[config.mk]
export PLATFORM = sky130hd
export DESIGN_NAME = bbsc_ctrl
export DESIGN_NICKNAME = d
export VERILOG_FILES = /design/src/rtl/bbsc_pkg.sv /design/src/rtl/bbsc_ctrl.sv
export SDC_FILE = /design/constraint.sdc
export NUM_CORES = 1
export LEC_CHECK = 0
export BUFFER_PORTS_ARGS = -buffer_cell sky130_fd_sc_hd__buf_2
export CORE_UTILIZATION = 43
export DETAILED_ROUTE_END_ITERATION = 10
export GPL_ROUTABILITY_DRIVEN = 0
export HOLD_SLACK_MARGIN = 0.02
export PLACE_DENSITY = 0.83
export REMOVE_ABC_BUFFERS = 1
export SLEW_MARGIN = 20
export SYNTH_ARGS = -nofsm -noshare
export SYNTH_HDL_FRONTEND = slang
export SYNTH_SLANG_ARGS = --single-unit
[constraint.sdc]
create_clock -name clk -period 3.4 [get_ports clk]
set_input_delay 0.34 -clock clk [delete_from_list [all_inputs] [get_ports clk]]
set_output_delay 0.34 -clock clk [all_outputs]
set_load 0.02 [all_outputs]
[src/rtl/bbsc_pkg.sv]
// ----------------------------------------------------------------------------
// bbsc_pkg
// Shared types, constants and saturating helpers for the box-box contact test.
// ----------------------------------------------------------------------------
package bbsc_pkg;

  localparam int AXES_PER_BOX_DEF = 2;
  localparam int FRAC_BITS_DEF    = 16;

  // vector store layout: box * BOX_STRIDE + vector
  localparam int VEC_WORDS  = 10;
  localparam logic [3:0] BOX_STRIDE = 4'd5;
  localparam logic [2:0] VEC_POS    = 3'd3;
  localparam logic [2:0] VEC_HALF   = 3'd4;
  localparam logic [2:0] VEC_COUNT  = 3'd5;

  localparam logic signed [31:0] Q_MAX = 32'sh7fffffff;
  localparam logic signed [31:0] Q_MIN = 32'sh80000000;
  localparam logic signed [63:0] WIDE_MAX = 64'sd2147483647;
  localparam logic signed [63:0] WIDE_MIN = -64'sd2147483648;

  typedef logic [2:0][31:0] vec_t;

  typedef struct packed {
    logic              box_select;
    logic [2:0]        vector_select;
    logic signed [31:0] comp_x;
    logic signed [31:0] comp_y;
    logic signed [31:0] comp_z;
    logic              last;
  } bbsc_req_t;

  typedef struct packed {
    logic              hit;
    logic [1:0]        axis_case;
    logic signed [31:0] normal_x;
    logic signed [31:0] normal_y;
    logic signed [31:0] normal_z;
    logic [30:0]       depth;
    logic signed [31:0] point_x;
    logic signed [31:0] point_y;
    logic signed [31:0] point_z;
  } bbsc_res_t;

  typedef enum logic [2:0] {
    LD_NONE, LD_X, LD_Y, LD_AX, LD_H
  } ld_sel_t;

  typedef enum logic [2:0] {
    MS_TAX, MS_AXY, MS_HT, MS_NDIR, MS_YH
  } mul_sel_t;

  typedef enum logic [3:0] {
    OP_NONE, OP_TOC, OP_DIST, OP_TVAL, OP_RSUB, OP_EVAL,
    OP_NFLIP, OP_VFLIP, OP_HIT, OP_MISS
  } dp_op_t;

  typedef struct packed {
    logic       wr_en;
    logic [3:0] wr_addr;
    logic       rd_en;
    logic [3:0] rd_addr;
    ld_sel_t    ld_sel;
    logic       mul_en;
    mul_sel_t   mul_sel;
    logic [1:0] ka;
    logic [1:0] kb;
    logic       acc_clr;
    logic       rad_clr;
    logic       p_clr;
    dp_op_t     op;
    logic       eb;
    logic [1:0] ei;
  } dp_cmd_t;

  typedef struct packed {
    logic       pen_pos;
    logic       win_b;
    logic [1:0] win_i;
  } dp_stat_t;

  typedef enum logic [5:0] {
    ST_IDLE, ST_P_RDA, ST_P_RDB, ST_P_LDB, ST_P_TOC,
    ST_AX_RD, ST_AX_LD, ST_D_MUL, ST_D_WAIT, ST_D_FIN,
    ST_H_RD, ST_H_LD, ST_C_RD, ST_C_LD, ST_C_MUL, ST_C_WAIT, ST_C_TV,
    ST_C_HMUL, ST_C_HWAIT, ST_R_SUB, ST_EVAL,
    ST_W_RD, ST_W_LD, ST_N_MUL, ST_N_WAIT, ST_N_FLIP,
    ST_V_RD, ST_V_LD, ST_K_RD, ST_K_LD, ST_K_MUL, ST_K_WAIT, ST_K_FLIP,
    ST_K_PMUL, ST_K_PWAIT, ST_O_RD, ST_O_LD, ST_OUT_HIT, ST_OUT_MISS
  } bbsc_state_t;

  function automatic logic signed [31:0] sat32(input logic signed [63:0] v);
    logic signed [31:0] r;
    if (v > WIDE_MAX) r = Q_MAX;
    else if (v < WIDE_MIN) r = Q_MIN;
    else r = v[31:0];
    return r;
  endfunction

  function automatic logic signed [31:0] abs_sat(input logic signed [31:0] v);
    logic signed [31:0] r;
    if (v == Q_MIN) r = Q_MAX;
    else if (v < 0) r = -v;
    else r = v;
    return r;
  endfunction

  function automatic logic signed [31:0] neg_sat(input logic signed [31:0] v);
    logic signed [31:0] r;
    if (v == Q_MIN) r = Q_MAX;
    else r = -v;
    return r;
  endfunction

  function automatic logic [3:0] vaddr(input logic b, input logic [2:0] v);
    logic [3:0] r;
    r = (b ? BOX_STRIDE : 4'd0) + {1'b0, v};
    return r;
  endfunction

endpackage

[src/rtl/bbsc_ctrl.sv]
// ----------------------------------------------------------------------------
// bbsc_ctrl
// Controller: request accept, vector writes and the test sequence.
// ----------------------------------------------------------------------------
module bbsc_ctrl import bbsc_pkg::*; #(
  parameter int AXES_PER_BOX = AXES_PER_BOX_DEF
) (
  input  logic      clk,
  input  logic      rst,
  input  logic      start,
  input  bbsc_req_t request,
  input  dp_stat_t  stat,
  output logic      busy,
  output dp_cmd_t   cmd
);

  localparam int NAX = 2 * AXES_PER_BOX;
  localparam int NW  = $clog2(NAX);

  bbsc_state_t state, state_next;
  logic [NW-1:0] n, n_next;
  logic          c, c_next;
  logic [1:0]    k, k_next, j, j_next;
  logic          cur_b, other;
  logic [1:0]    cur_i;

  assign cur_b = n[0];
  assign cur_i = 2'(n >> 1);
  assign other = ~stat.win_b;
  assign busy  = state != ST_IDLE;

  always_ff @(posedge clk) begin
    if (rst) begin
      state <= ST_IDLE;
      n <= '0;
      c <= 1'b0;
      k <= '0;
      j <= '0;
    end else begin
      state <= state_next;
      n <= n_next;
      c <= c_next;
      k <= k_next;
      j <= j_next;
    end
  end

  // next state and loop counters
  always_comb begin
    state_next = state;
    n_next = n;
    c_next = c;
    k_next = k;
    j_next = j;
    case (state)
      ST_IDLE:   if (start && request.last) state_next = ST_P_RDA;
      ST_P_RDA:  state_next = ST_P_RDB;
      ST_P_RDB:  state_next = ST_P_LDB;
      ST_P_LDB:  state_next = ST_P_TOC;
      ST_P_TOC:  begin n_next = '0; state_next = ST_AX_RD; end
      ST_AX_RD:  state_next = ST_AX_LD;
      ST_AX_LD:  begin j_next = '0; state_next = ST_D_MUL; end
      ST_D_MUL:  begin
        j_next = j + 2'd1;
        if (j == 2'd2) state_next = ST_D_WAIT;
      end
      ST_D_WAIT: state_next = ST_D_FIN;
      ST_D_FIN:  begin c_next = 1'b0; state_next = ST_H_RD; end
      ST_H_RD:   state_next = ST_H_LD;
      ST_H_LD:   begin k_next = '0; state_next = ST_C_RD; end
      ST_C_RD:   state_next = ST_C_LD;
      ST_C_LD:   begin j_next = '0; state_next = ST_C_MUL; end
      ST_C_MUL:  begin
        j_next = j + 2'd1;
        if (j == 2'd2) state_next = ST_C_WAIT;
      end
      ST_C_WAIT: state_next = ST_C_TV;
      ST_C_TV:   state_next = ST_C_HMUL;
      ST_C_HMUL: state_next = ST_C_HWAIT;
      ST_C_HWAIT: begin
        if (k == 2'd2) state_next = ST_R_SUB;
        else begin k_next = k + 2'd1; state_next = ST_C_RD; end
      end
      ST_R_SUB:  begin
        if (c) state_next = ST_EVAL;
        else begin c_next = 1'b1; state_next = ST_H_RD; end
      end
      ST_EVAL:   begin
        if (stat.pen_pos) state_next = ST_OUT_MISS;
        else if (n == NW'(NAX - 1)) state_next = ST_W_RD;
        else begin n_next = n + NW'(1); state_next = ST_AX_RD; end
      end
      ST_W_RD:   state_next = ST_W_LD;
      ST_W_LD:   begin j_next = '0; state_next = ST_N_MUL; end
      ST_N_MUL:  begin
        j_next = j + 2'd1;
        if (j == 2'd2) state_next = ST_N_WAIT;
      end
      ST_N_WAIT: state_next = ST_N_FLIP;
      ST_N_FLIP: state_next = ST_V_RD;
      ST_V_RD:   state_next = ST_V_LD;
      ST_V_LD:   begin k_next = '0; state_next = ST_K_RD; end
      ST_K_RD:   state_next = ST_K_LD;
      ST_K_LD:   begin j_next = '0; state_next = ST_K_MUL; end
      ST_K_MUL:  begin
        j_next = j + 2'd1;
        if (j == 2'd2) state_next = ST_K_WAIT;
      end
      ST_K_WAIT: state_next = ST_K_FLIP;
      ST_K_FLIP: begin j_next = '0; state_next = ST_K_PMUL; end
      ST_K_PMUL: begin
        j_next = j + 2'd1;
        if (j == 2'd2) state_next = ST_K_PWAIT;
      end
      ST_K_PWAIT: begin
        if (k == 2'd2) state_next = ST_O_RD;
        else begin k_next = k + 2'd1; state_next = ST_K_RD; end
      end
      ST_O_RD:   state_next = ST_O_LD;
      ST_O_LD:   state_next = ST_OUT_HIT;
      ST_OUT_HIT:  state_next = ST_IDLE;
      ST_OUT_MISS: state_next = ST_IDLE;
      default:   state_next = ST_IDLE;
    endcase
  end

  // datapath commands
  always_comb begin
    cmd = '0;
    cmd.ld_sel  = LD_NONE;
    cmd.mul_sel = MS_TAX;
    cmd.op      = OP_NONE;
    cmd.ka      = j;
    cmd.kb      = k;
    cmd.eb      = cur_b;
    cmd.ei      = cur_i;
    cmd.wr_addr = vaddr(request.box_select, request.vector_select);
    case (state)
      ST_IDLE:   cmd.wr_en = start && (request.vector_select < VEC_COUNT);
      ST_P_RDA:  begin cmd.rd_en = 1'b1; cmd.rd_addr = vaddr(1'b0, VEC_POS); end
      ST_P_RDB:  begin
        cmd.ld_sel = LD_X;
        cmd.rd_en = 1'b1;
        cmd.rd_addr = vaddr(1'b1, VEC_POS);
      end
      ST_P_LDB:  cmd.ld_sel = LD_Y;
      ST_P_TOC:  cmd.op = OP_TOC;
      ST_AX_RD:  begin cmd.rd_en = 1'b1; cmd.rd_addr = vaddr(cur_b, {1'b0, cur_i}); end
      ST_AX_LD:  cmd.ld_sel = LD_AX;
      ST_D_MUL:  begin
        cmd.mul_en = 1'b1;
        cmd.mul_sel = MS_TAX;
        cmd.acc_clr = (j == 2'd0);
      end
      ST_D_FIN:  cmd.op = OP_DIST;
      ST_H_RD:   begin cmd.rd_en = 1'b1; cmd.rd_addr = vaddr(c, VEC_HALF); end
      ST_H_LD:   begin cmd.ld_sel = LD_H; cmd.rad_clr = 1'b1; end
      ST_C_RD:   begin cmd.rd_en = 1'b1; cmd.rd_addr = vaddr(c, {1'b0, k}); end
      ST_C_LD:   cmd.ld_sel = LD_Y;
      ST_C_MUL:  begin
        cmd.mul_en = 1'b1;
        cmd.mul_sel = MS_AXY;
        cmd.acc_clr = (j == 2'd0);
      end
      ST_C_TV:   cmd.op = OP_TVAL;
      ST_C_HMUL: begin cmd.mul_en = 1'b1; cmd.mul_sel = MS_HT; cmd.ka = k; end
      ST_R_SUB:  cmd.op = OP_RSUB;
      ST_EVAL:   cmd.op = OP_EVAL;
      ST_W_RD:   begin
        cmd.rd_en = 1'b1;
        cmd.rd_addr = vaddr(stat.win_b, {1'b0, stat.win_i});
      end
      ST_W_LD:   cmd.ld_sel = LD_AX;
      ST_N_MUL:  begin
        cmd.mul_en = 1'b1;
        cmd.mul_sel = MS_NDIR;
        cmd.acc_clr = (j == 2'd0);
      end
      ST_N_FLIP: begin cmd.op = OP_NFLIP; cmd.p_clr = 1'b1; end
      ST_V_RD:   begin cmd.rd_en = 1'b1; cmd.rd_addr = vaddr(other, VEC_HALF); end
      ST_V_LD:   cmd.ld_sel = LD_H;
      ST_K_RD:   begin cmd.rd_en = 1'b1; cmd.rd_addr = vaddr(other, {1'b0, k}); end
      ST_K_LD:   cmd.ld_sel = LD_Y;
      ST_K_MUL:  begin
        cmd.mul_en = 1'b1;
        cmd.mul_sel = MS_AXY;
        cmd.acc_clr = (j == 2'd0);
      end
      ST_K_FLIP: cmd.op = OP_VFLIP;
      ST_K_PMUL: begin cmd.mul_en = 1'b1; cmd.mul_sel = MS_YH; end
      ST_O_RD:   begin cmd.rd_en = 1'b1; cmd.rd_addr = vaddr(other, VEC_POS); end
      ST_O_LD:   cmd.ld_sel = LD_X;
      ST_OUT_HIT:  cmd.op = OP_HIT;
      ST_OUT_MISS: cmd.op = OP_MISS;
      default: ;
    endcase
  end

endmodule

==> results.md, run 1 <==
- Top FF cell, synth: dfxtp_1
- Clock share of power: 10.9%
- Iteration-0 DRC Markers: 137
- Final std cell area, no fill: 0.00202 mm²
- Area taken by multi-input logic gates: 0.00135 mm²
- Least-Margin Pin Slew: 0.727 ns
- Final #Nets: 398
- Seq pwr share: 17.5%
- Seq/Total Area, Yosys: 14.8%
- Final Routed Wirelength: 4970 µm
- Sum Neg Setup Slack: 0 ns
- Pin count of the biggest net entering global routing: 27
- Synth top area share: 14.8%
- Setup crit start kind: register
- Post-synth EDFFs: 0
- Vias in the first global route: 1729
- DIE HEIGHT: 65.9 µm
- Dpl cell area: 0.00198 mm²
- Setup bufs post-CTS: 0
- Slowest stage delay, CP: 0.79 ns
- Worst-Skew Late Latency: 0.25 ns
- Clock root cell: clkbuf_8
- CP delay by family, top: flip-flops
- IO Pins: 140
- Final hold viol count: 0
- Syn avg cell area: 7.26 µm²
- CP max stage cell: dfxtp_1
- Tcrit/Tclk final: 81.4%
- Most frequent cells in the layout: 42 x buf_2, 25 x nand2_1, 22 x nor2_1, 15 x a21oi_1, 13 x dfxtp_1
- Filler Cells Inserted: 371
- DR WL/cell: 15.2 µm
- Rel. slew slack: 51.5%
- Routed Antenna Nets: 0
- Vias/cell: 6.22
- Most common cell after layout, fill and taps aside: buf_2
- Post-Syn Instances: 242
- Int Power: 579 µW
- WP data arrival: 2.43 ns
- Yosys cell types: 63
- Final setup viols: 0
- Critical path data required time: 3.06 ns
- Crit Path Category: reg2out
- Outcome: completed
- Clk slew on worst S/H paths: 0.06 ns
- Dpl cells: 322
- Net Switching: 719 µW
- Post-synth ARST share: 0%
- Initial antenna violation count: 0
- Area occupied by registers: 260 µm²
- CTS Buf Count: 3
- I/O Buffers: 42
- Dominant cells by area after synthesis: dfxtp_1 15%, ha_1 7.8%, nand2_1 5.3%
- Global Route Usage Sum: 24.1%
- Worst hold slack: 0.413 ns
- Crit path max fanout: 18
- Detailed Place HPWL: 3760 µm
- #FFs+latches synth: 13
- RSZ-0062 raised after global routing: false
- Via Count: 2027
- DRT met1 WL: 2110 µm
- Hold buffers post-CTS: 0
- Leakage power: 0.893 nW
- Part of the power in combinational logic: 71.6%
- Mapped Area: 0.00176 mm²
- Switching part of the total: 55.4%
- Worst vdd ir: 0.000301 V
- Std cell rows: 22
- Max cap viols: 0
- H-tree levels: 1
- Drt pass-1 iters: 5
- Post-layout min period: 2.77 ns
- Ant diodes: 0
- CP Buf/Inv Count: 1
- Final cell count without fillers: 326
- Grt ovf: 0
- TritonCTS clock tree: yes
- Longest Clk Path Bufs: 2
- Final Slew Violations: 0
- Crit-path cells: nand4_2 > mux2i_4 > ha_1 > ha_1 > xor2_1 > a21o_1 > buf_2
- Pwr Density: 643 mW/mm²
- DRC violation count after routing: 0
- Top Layer Used: met4
- Layout cells sized above 1: 24.1%
- Synth area leader: dfxtp_1
- Count of cells resized by post-cts repair: 0
- Critical Path Sink Type: output pin
- Clock net sink count: 13
- Met3 routed WL: 414 µm
- Crit-path most repeated cell: ha_1
- WL met2: 2240 µm
- First-pass GRT wire length: 8130 µm
- Synth Warn #: 0
- Max frequency: 362 MHz
- Post-layout util: 53.2%
- Fin Clk Skew: 0.00336 ns
- Die X: 65.9 µm
- Initial core utilization: 46.2%
- Total Die Area: 0.00434 mm²
- Syn-to-layout area delta: 15.0%
- Area of the core: 0.00380 mm²
- Min-Delay Path Class: in2reg
-- synthesized netlist by cell type (all sizes together), types with 2 or more instances --
master	n
and3	4
a31oi	4
nor3	11
mux2i	3
ha	11
o22ai	2
a2bb2oi	2
nand2	25
o211ai	4
nand3	11
xnor2	2
o2111ai	2
a32oi	6
o32a	3
o21ai	11
nor4	2
clkbuf	5
a22oi	3
xor2	4
buf	12
dfxtp	13
a21oi	15
mux2	2
nor2b	9
a221oi	2
nand4	6
nor2	23
a211oi	4
inv	12
nand2b	8
nor4b	2
-- sequential cells by signal, indices dropped and copies added (netlist names) --
register	flops
c	1
state	6
j	2
n	2
k	2
-- cell families (layout without fill, tap and decap cells) --
logic type	after synthesis	after routing	synth area share (%)
AND/OR/NAND/NOR	108	108	33.7
AO/OA/AOI/OAI	69	69	28.3
buffers and inverters	29	65	8.48
flip-flops	13	13	14.8
adder cells (fa/ha/maj)	11	11	7.83
XOR/XNOR	6	6	2.99
multiplexers	5	5	3.70
other	1	1	0.213
-- layout make-up --
cell class	instances	area share (%)
Multi-Input combinational cell	200	66.7
Clock buffer	4	2.23
Sequential cell	13	12.9
Timing Repair Buffer	49	13.0
Inverter	12	2.23
Tap cell	48	2.97
-- path summary, 6_finish.rpt --
kind | from | endpoint | slack (ns) | depth (start not counted)
setup / recovery | state[3]$_SDFFE_PP0P_ | cmd[23] | 0.63 | 7
hold / removal | rst | n[1]$_SDFFE_PP0P_ | 0.41 | 2
setup reg to reg | state[3]$_SDFFE_PP0P_ | state[3]$_SDFFE_PP0P_ | 1.25 | 5
hold reg to reg | j[1]$_SDFFE_PP0P_ | j[1]$_SDFFE_PP0P_ | 0.49 | 2
-- metrics by stage --
stage | setup WS, ns | total power [mW]
2_1_floorplan | 1.01 | 0.866
3_3_place_gp | 0.921 | 1.13
3_5_place_dp | 0.937 | 1.14
4_1_cts | 0.660 | 1.28
5_1_grt | 0.535 | 1.40
6_report | 0.634 | 1.30
-- worst reg2reg max path: stages, from the launching register on --
cell and delay, ns:
dfxtp_1 0.79, nor2_1 0.32, and4_1 0.31, o21bai_2 0.23, nor4b_1 0.31, a211oi_1 0.08
-- routing by layer --
layer,vias up,global-route usage [%]
met4,0,11.4
met2,104,37.1
met3,24,5.00
met5,-,0
li1,974,-
met1,925,31.6
-- power by group through the flow --
stage | clock [mW] | combinational (mW) | sequential (mW)
after floorplan | 0 | 0.571 | 0.294
after global placement | 0 | 0.903 | 0.229
after detailed placement | 0 | 0.911 | 0.229
after CTS | 0.143 | 0.915 | 0.226
after global routing | 0.151 | 1.01 | 0.231
final | 0.142 | 0.929 | 0.228
(Power assumes the default switching activity.)
==> run 2: changes to the inputs <==
--- a/config.mk
+++ b/config.mk
@@ -6,11 +6,11 @@
 export NUM_CORES = 1
 export LEC_CHECK = 0
 export BUFFER_PORTS_ARGS = -buffer_cell sky130_fd_sc_hd__buf_2
-export CORE_UTILIZATION = 43
+export CORE_UTILIZATION = 36
 export DETAILED_ROUTE_END_ITERATION = 10
 export GPL_ROUTABILITY_DRIVEN = 0
 export HOLD_SLACK_MARGIN = 0.02
-export PLACE_DENSITY = 0.83
+export PLACE_DENSITY = 0.74
 export REMOVE_ABC_BUFFERS = 1
 export SLEW_MARGIN = 20
 export SYNTH_ARGS = -nofsm -noshare
==> constraint.sdc (replaced) <==
create_clock -name clk -period 2.5 [get_ports clk]
set_input_delay 0.25 -clock clk [delete_from_list [all_inputs] [get_ports clk]]
set_output_delay 0.25 -clock clk [all_outputs]
set_load 0.02 [all_outputs]
==> results.md, run 2 (synthesis results as in run 1) <==
- Most frequent cells in the layout: 42 x buf_2, 25 x nand2_1, 22 x nor2_1, 15 x a21oi_1, 13 x dfxtp_1
- Clock root cell: clkbuf_8
- DR WL/cell: 15.7 µm (+3.2%)
- H-tree levels: 1 (unchanged)
- Crit-path cells: nand4_2 > mux2i_4 > ha_1 > ha_1 > xor2_1 > a21o_1 > buf_2
- Sum Neg Setup Slack: 0 ns (unchanged)
- Failing checks: design-rule violations
- Syn-to-layout area delta: 18.5%
- WHS Path Cells: 2 (unchanged)
- Hold Startpoint: rst
- Critical Path Sink Type: output pin
- Min-Delay Path Class: in2reg
- Setup crit start kind: register
- CP delay by family, top: flip-flops
- Critical R2R Launch: state[2]$_SDFFE_PP0P_
- Total Die Area: 0.00516 mm² (+19%)
- Critical path data required time: 2.25 ns (-0.81 ns)
- Final Routed Wirelength: 5510 µm (+11%)
- Grt ovf: 0 (unchanged)
- Max cap viols: 0 (unchanged)
- Worst-Skew Late Latency: 0.25 ns (about the same)
- Crit Path Category: reg2out
- Global Route Usage Sum: 20.8% (-3.3 points)
- RSZ-0062 raised after global routing: false
- Setup bufs post-CTS: 0 (unchanged)
- WP data arrival: 2.12 ns (-0.31 ns)
- Ant diodes: 0 (unchanged)
- Initial antenna violation count: 0 (unchanged)
- Least-Margin Pin Slew: 0.564 ns (-0.163 ns)
- Post-layout min period: 2.37 ns
- Final setup viols: 0 (unchanged)
- Place WS: 0.382 ns (-0.555 ns)
- Pin count of the biggest net entering global routing: 27 (unchanged)
- Layout cells sized above 1: 25.4% (+1.3 points)
- First-pass GRT wire length: 8600 µm (+5.9%)
- Clock net sink count: 13 (unchanged)
- Outcome: finished, violations left
- Iteration-0 DRC Markers: 223 (+63%)
- Clk slew on worst S/H paths: 0.06 ns (about the same)
- TritonCTS clock tree: yes
- Drt pass-1 iters: 8 (+3)
- Final cell count without fillers: 350 (+7.4%)
- Worst hold slack: 0.335 ns (-0.0782 ns)
- Final Slew Violations: 0 (unchanged)
- DIE HEIGHT: 71.9 µm (+9.0%)
- Power Total: 1.83 mW (+41%)
- CTS Buf Count: 3 (unchanged)
- Vias in the first global route: 1769 (+2.3%)
- Max FFs per register: 6 (unchanged)
- Worst vdd ir: 0.000274 V (-9.2%)
- Reg-to-reg endpoint: state[3]$_SDFFE_PP0P_
- Max frequency: 421 MHz
- R2R setup slack: 0.46 ns (-0.79 ns)
- Most common cell after layout, fill and taps aside: buf_2
- Worst setup margin: 0.125 ns (-0.509 ns)
- Crit path max fanout: 8 (-10)
- Slowest stage delay, CP: 0.53 ns (-0.26 ns)
- Area of the core: 0.00472 mm² (+24%)
- Rel. slew slack: 62.3% (+11 points)
- Biggest register: state
- Std cell rows: 25 (+14%)
- Tcrit/Tclk final: 95.0%
- Die X: 71.9 µm (+9.0%)
- Filler Cells Inserted: 466 (+26%)
- Detailed Place HPWL: 4040 µm (+7.5%)
- Fin Clk Skew: 0.00714 ns (+0.00378 ns)
- Longest Clk Path Bufs: 2 (unchanged)
- Leakage power: 0.919 nW (+2.9%)
- Crit-path most repeated cell: ha_1
- Final hold viol count: 0 (unchanged)
- Vias/cell: 6.04 (-2.9%)
- Via Count: 2114 (+4.3%)
- Hold buffers post-CTS: 0 (unchanged)
- Final #Nets: 403 (+1.3%)
- Routed Antenna Nets: 0 (unchanged)
- Count of cells resized by post-cts repair: 0 (unchanged)
- Dpl cells: 344 (+6.8%)
- Hold path endpoint: c$_SDFFE_PP0P_
- DRC violation count after routing: 2 (+2)
- R2r worst-path depth: 6 (+1)
- I/O Buffers: 42 (unchanged)
- CP max stage cell: dfxtp_1
- Pwr Density: 879 mW/mm² (+37%)
- IO Pins: 140 (unchanged)
- CP Buf/Inv Count: 1 (unchanged)
- Initial core utilization: 37.2% (-9.1 points)
==> run 2: final cells by class <==
cell class	count	area, µm²	area share, %
Clock buffer	4	45.0	2.16
Inverter	12	45.0	2.16
Multi-Input combinational cell	200	1350	64.7
Sequential cell	13	260	12.5
Tap cell	67	83.8	4.03
Timing Repair Buffer	54	300	14.4
==> run 2: power breakdown <==
part,switching [mW],internal (mW),leakage (nW),total (mW)
clock network,0.0828,0.113,0.0228,0.196
logic,0.906,0.459,0.791,1.36
registers,0.0286,0.242,0.105,0.271
total,1.02,0.814,0.919,1.83
==> run 2: layer usage <==
| metal | wire length (µm) | share of wire (%) | track usage [%] |
|---|---|---|---|
| met5 | 0 | 0 | 0 |
| met4 | 133 | 2.4 | 6.10 |
| met3 | 622 | 11 | 3.94 |
| met2 | 2470 | 45 | 33.6 |
| met1 | 2280 | 41 | 27.9 |
==> run 2: worst max-delay path by stage <==
stage | depth (start not counted) | startpoint | to | slack (ns)
2_1_floorplan | 6 | state[3]$_SDFFE_PP0P_ | cmd[23] | 0.20
3_3_place_gp | 8 | state[4]$_SDFFE_PP0P_ | cmd[23] | 0.40
3_5_place_dp | 8 | state[4]$_SDFFE_PP0P_ | cmd[23] | 0.38
4_1_cts | 8 | state[4]$_SDFFE_PP0P_ | cmd[23] | 0.11
5_1_grt | 5 | state[0]$_SDFFE_PP0P_ | cmd[13] | 0.05
6_report | 7 | state[2]$_SDFFE_PP0P_ | cmd[23] | 0.13
==> run 2: worst reg2reg max path, delay by kind of cell (launching register included) <==
kind | cells | cell delay (ns)
AO/OA/AOI/OAI | 2 | 0.42
AND/OR/NAND/NOR | 3 | 0.90
buffers and inverters | 1 | 0.22
flip-flops | 1 | 0.41
==> run 2: stage by stage <==
stage	instance area [µm²]	util, %
finish	2080	44.1
global route	2080	44.1
CTS	2070	43.8
detailed placement	2020	42.8
global placement	2020	42.8
floorplan	1650	-
